### src/fcwt_ram.sv
// ----------------------------------------------------------------------------
// fcwt_ram
// Generic single-port-write, single-port-read RAM with registered read data.
// ----------------------------------------------------------------------------
module fcwt_ram #(
    parameter int WIDTH = 8,
    parameter int DEPTH = 16
) (
    input  logic                     aclk,
    input  logic                     wr_en,
    input  logic [$clog2(DEPTH)-1:0] wr_addr,
    input  logic [WIDTH-1:0]         wr_data,
    input  logic [$clog2(DEPTH)-1:0] rd_addr,
    output logic [WIDTH-1:0]         rd_data
);

    logic [WIDTH-1:0] mem [DEPTH];

    always_ff @(posedge aclk) begin
        if (wr_en) begin
            mem[wr_addr] <= wr_data;
        end
        rd_data <= mem[rd_addr];
    end

endmodule

### config.mk
export PLATFORM = sky130hd
export DESIGN_NAME = fcwt_ram
export DESIGN_NICKNAME = d
export VERILOG_FILES = /design/src/fcwt_ram.sv
export SDC_FILE = /design/constraint.sdc
export NUM_CORES = 1
export LEC_CHECK = 0
export BUFFER_PORTS_ARGS = -buffer_cell sky130_fd_sc_hd__clkbuf_2
export CAP_MARGIN = 25
export CORE_ASPECT_RATIO = 0.75
export CORE_MARGIN = 2
export CORE_UTILIZATION = 40
export DETAILED_ROUTE_END_ITERATION = 6
export PLACE_DENSITY_LB_ADDON = 0.3
export SKIP_LAST_GASP = 1
export SYNTH_ARGS = -nofsm -noshare
export SYNTH_HDL_FRONTEND = slang
export SYNTH_SLANG_ARGS = --single-unit
### constraint.sdc
create_clock -name aclk -period 2.2 [get_ports aclk]
set_input_delay 0.44 -clock aclk [delete_from_list [all_inputs] [get_ports aclk]]
set_output_delay 0.44 -clock aclk [all_outputs]
set_load 0.05 [all_outputs]
### Word level (Yosys, flattened, before mapping)

Memory sizes are Yosys's and may differ from the RTL's. A register that Yosys moved wholly into a read port is not among the register bits.
Index checks and enable logic that the tools add are counted.

* reductions and logical operators: 0
* equal/unequal tests: 0
* multiplexer cells: 2
* div/mod/pow operators: 0
* bitwise logic cells: 0
* $add $sub $neg: 0
* shifts and indexed selects: 0
* multipliers: 0
* magnitude comparators: 0

Operators with widths (count)
* 2-to-1 mux 1 bit: 2

* memory bits (read-only): 0
* bits in latches: 0
* bits in registers: 0
* memories: 1
* RAM bits: 128

Memory list
* mem: words 16, width 8, read ports 1, clocked after Yosys merged registers in 1, write ports 1, line 17 `logic [WIDTH-1:0] mem [DEPTH];`

### Longest topological paths before layout

* depth after elaboration: 2
* depth in mapped cells: 5

### Worst setup path before layout

No wires, ideal clock.

* kind: input -> register
* start: input port wr_addr[2]
* end: memory mem[0][0] (enable)
* path buffers: 0
* slack: 0.267 ns
* arrival: 1.550 ns
* cell stages on the path: 2
* data required time: 1.817 ns
* cells stage by stage: or3b_2 -> nor3_1

RTL lines
* from (decl): line 11 `input logic [$clog2(DEPTH)-1:0] wr_addr,`
* to (decl): line 17

Straight into the memory's write port.

==> results.sh <==
export IMPL_areaGrowthSynthToFinish_pct=19.7
export IMPL_root_buffer="clkbuf_16"
export IMPL_use_met1=0.237
export IMPL_finClkSkew_ns=0.00895
export IMPL_p_leak_nw=2.10
export IMPL_finalCritPeriodShare=0.712
export IMPL_wl_um=10200
export IMPL_slew_headroom=0.554
export IMPL_synth_seq_area_share=0.778
export IMPL_crit_buf_inv=2
export IMPL_syn_avg_cell_area_um2=22.5
export IMPL_syn_nets=247
export IMPL_cp_top_family="multiplexers"
export IMPL_initial_core_util=0.414
export IMPL_powerDensity_mw_per_mm2=981
export IMPL_clock_sink_count=136
export IMPL_fin_tns_setup_ns=0
export IMPL_fp_row_count=35
export IMPL_fp_dieH_um=102
export IMPL_rsz0062_at_grt="no"
export IMPL_grt_remaining_overflow=0
export IMPL_die_area_mm2=0.0138
export IMPL_grt_max_degree=26
export IMPL_ys_ff_latch=136
export IMPL_worst_pin_slew_ns=0.666
export IMPL_crit_chain="clkbuf_2 > buf_12 > mux4_1 > a22oi_1 > nand2_1"
export IMPL_seqPwrFrac=0.482
export IMPL_final_common_cell="edfxtp_1"
export IMPL_netlist_area_mm2=0.00515
export IMPL_setup_violations=0
export IMPL_ioPinCount=26
export IMPL_required_ns=2.49
export IMPL_core_area_mm2=0.0124
export IMPL_swShare=0.221
export IMPL_num_antenna_cells=0
export IMPL_io_buffer_count=25
export IMPL_layout_common_cells="edfxtp_1 (128), clkbuf_2 (25), mux4_2 (18), buf_4 (18), clkbuf_16 (17)"
export IMPL_period_needed_ns=1.57
export IMPL_clockPowerShare=0.463
export IMPL_hold_class="primary input to flop"
export IMPL_syn_inst=229
export IMPL_final_hold_viol_count=0
export IMPL_first_pass_iters=4
export IMPL_whs_ns=0.460
export IMPL_final_util=0.495
export IMPL_cts_resized=0
export IMPL_drive_above_1_share=0.324
export IMPL_ir_worst_vdd_v=0.000546
export IMPL_grt_use_met2=0.232
export IMPL_hpwl_um=6500
export IMPL_p_int_mw=4.71
export IMPL_top_usage_layer="met1"
export IMPL_drv_cap=0
export IMPL_status="finished clean"
export IMPL_antenna_found_initial=0
export IMPL_fmax_ghz=0.639
export IMPL_critical_path_class="primary input to flop"
export IMPL_power_switching_mw=1.34
export IMPL_grt_util_all_layers=0.164
export IMPL_wl_per_cell_um=22.1
export IMPL_cts_max_level=4
export IMPL_cts_setup_buffers=0
export IMPL_pwr_share_comb=0.054
export IMPL_grt_pass1_wl_um=15500
export IMPL_critPathSlowestCell="mux4_1"
export IMPL_end_kind="flop"
export IMPL_clk_latency_ns=0.41
export IMPL_grt_pass1_vias=2554
export IMPL_fp_dieW_um=135
export IMPL_ys_types=19
export IMPL_cpPeakStageDelay_ns=0.58
export IMPL_startpoint_type="primary input"
export IMPL_vias=2447
export IMPL_dr_first_iter_drc_count=205
export IMPL_clk_pin_slew_ns=0.06
export IMPL_drcViolationCount=0
export IMPL_cts_buffers=17
export IMPL_holdBufCountCts=0
export IMPL_maxSlewViolCount=0
export IMPL_ys_warn_count=0
export IMPL_grt_util_met3=0.0541
export IMPL_drt_vias_per_instance=5.30
export IMPL_cts_tree="done"
export IMPL_worst_path_max_fanout=25
export IMPL_fillers=1021
export IMPL_cts_max_path_buffers=2
export IMPL_place_congestion=0.707
export IMPL_critPathArrivalTime_ns=1.85
export IMPL_ant_nets=0
export IMPL_final_nets=301
kinds of logic (layout without fill, tap and decap cells):
| family | count (synthesis) | count (layout) | share of synthesized area |
|---|---|---|---|
| DFF | 136 | 136 | 0.778 |
| and+or+nand+nor | 35 | 35 | 0.0318 |
| muxes | 32 | 32 | 0.150 |
| AOI/OAI and AO/OA | 16 | 16 | 0.0233 |
| buffers and inverters | 10 | 77 | 0.0168 |
power by group through the flow:
| stage | Combinational [mW] | Sequential [mW] | Clock [mW] |
|---|---|---|---|
| finish | 0.329 | 2.91 | 2.80 |
| global route | 0.356 | 2.92 | 2.97 |
| CTS | 0.335 | 2.92 | 2.85 |
| detailed placement | 0.334 | 2.97 | 0 |
| global placement | 0.328 | 2.97 | 0 |
| floorplan | 0.147 | 3.02 | 0 |
worst paths after layout:
check                                start          to  slack [ns]  cells after the start
worst max-delay path            rd_addr[0]  rd_data[2]        0.63                      5
worst min-delay path            wr_data[4]   mem[4][4]        0.46                      1
worst max register to register   mem[1][2]  rd_data[2]        0.73                      3
worst min register to register  mem[14][1]  rd_data[1]        0.67                      3
layer usage:
layer	up-vias	part of all wire	routed length, um
li1	1083	-	-
met4	0	0.0069	70
met2	78	0.45	4540
met3	7	0.069	705
met1	1279	0.48	4880
met5	-	0	0
cell type report:
type	count	area, um2	share of cell area
clock inverter	15	166	0.0270
clock buffer	17	425	0.0690
timing repair buffer	45	300	0.0487
sequential	136	4000	0.650
multi-input combinational	83	1060	0.172
tap	166	208	0.0337
Yosys cell counts:
cell,count,area [um2]
a22oi_1,16,120
and2_1,1,6.26
and2b_1,1,7.51
buf_2,3,15.0
buf_4,1,7.51
buf_6,3,33.8
clkdlybuf4s25_2,3,30.0
dfxtp_1,8,160
edfxtp_1,128,3840
mux4_1,14,368
mux4_2,18,405
nand2_1,9,33.8
nand2b_1,2,12.5
nand3_1,1,5.00
nand3b_1,2,15.0
nor2_1,13,48.8
nor2b_1,1,6.26
nor3_1,4,20.0
or3b_2,1,8.76
metrics by stage:
| step | total power [mW] | setup WS, ns | cell area [um2] | instances |
|---|---|---|---|---|
| 2_1_floorplan | 3.17 | 0.267 | 5150 | 229 |
| 3_3_place_gp | 3.30 | 0.238 | 5570 | 430 |
| 3_5_place_dp | 3.30 | 0.231 | 5570 | 430 |
| 4_1_cts | 6.10 | 0.643 | 6160 | 462 |
| 5_1_grt | 6.25 | 0.608 | 6160 | 462 |
| 6_report | 6.05 | 0.634 | 6160 | 462 |
registers in the layout (all words and copies together) (netlist names):
| register | flops |
|---|---|
| rd_data | 8 |
| mem | 128 |
worst register-to-register path, cell delays in order, from the launching register on:
cell      delay [ns]
edfxtp_1        0.36
mux4_1          0.51
a22oi_1         0.37
nand2_1         0.10
Power figures use the tool's default switching activity.
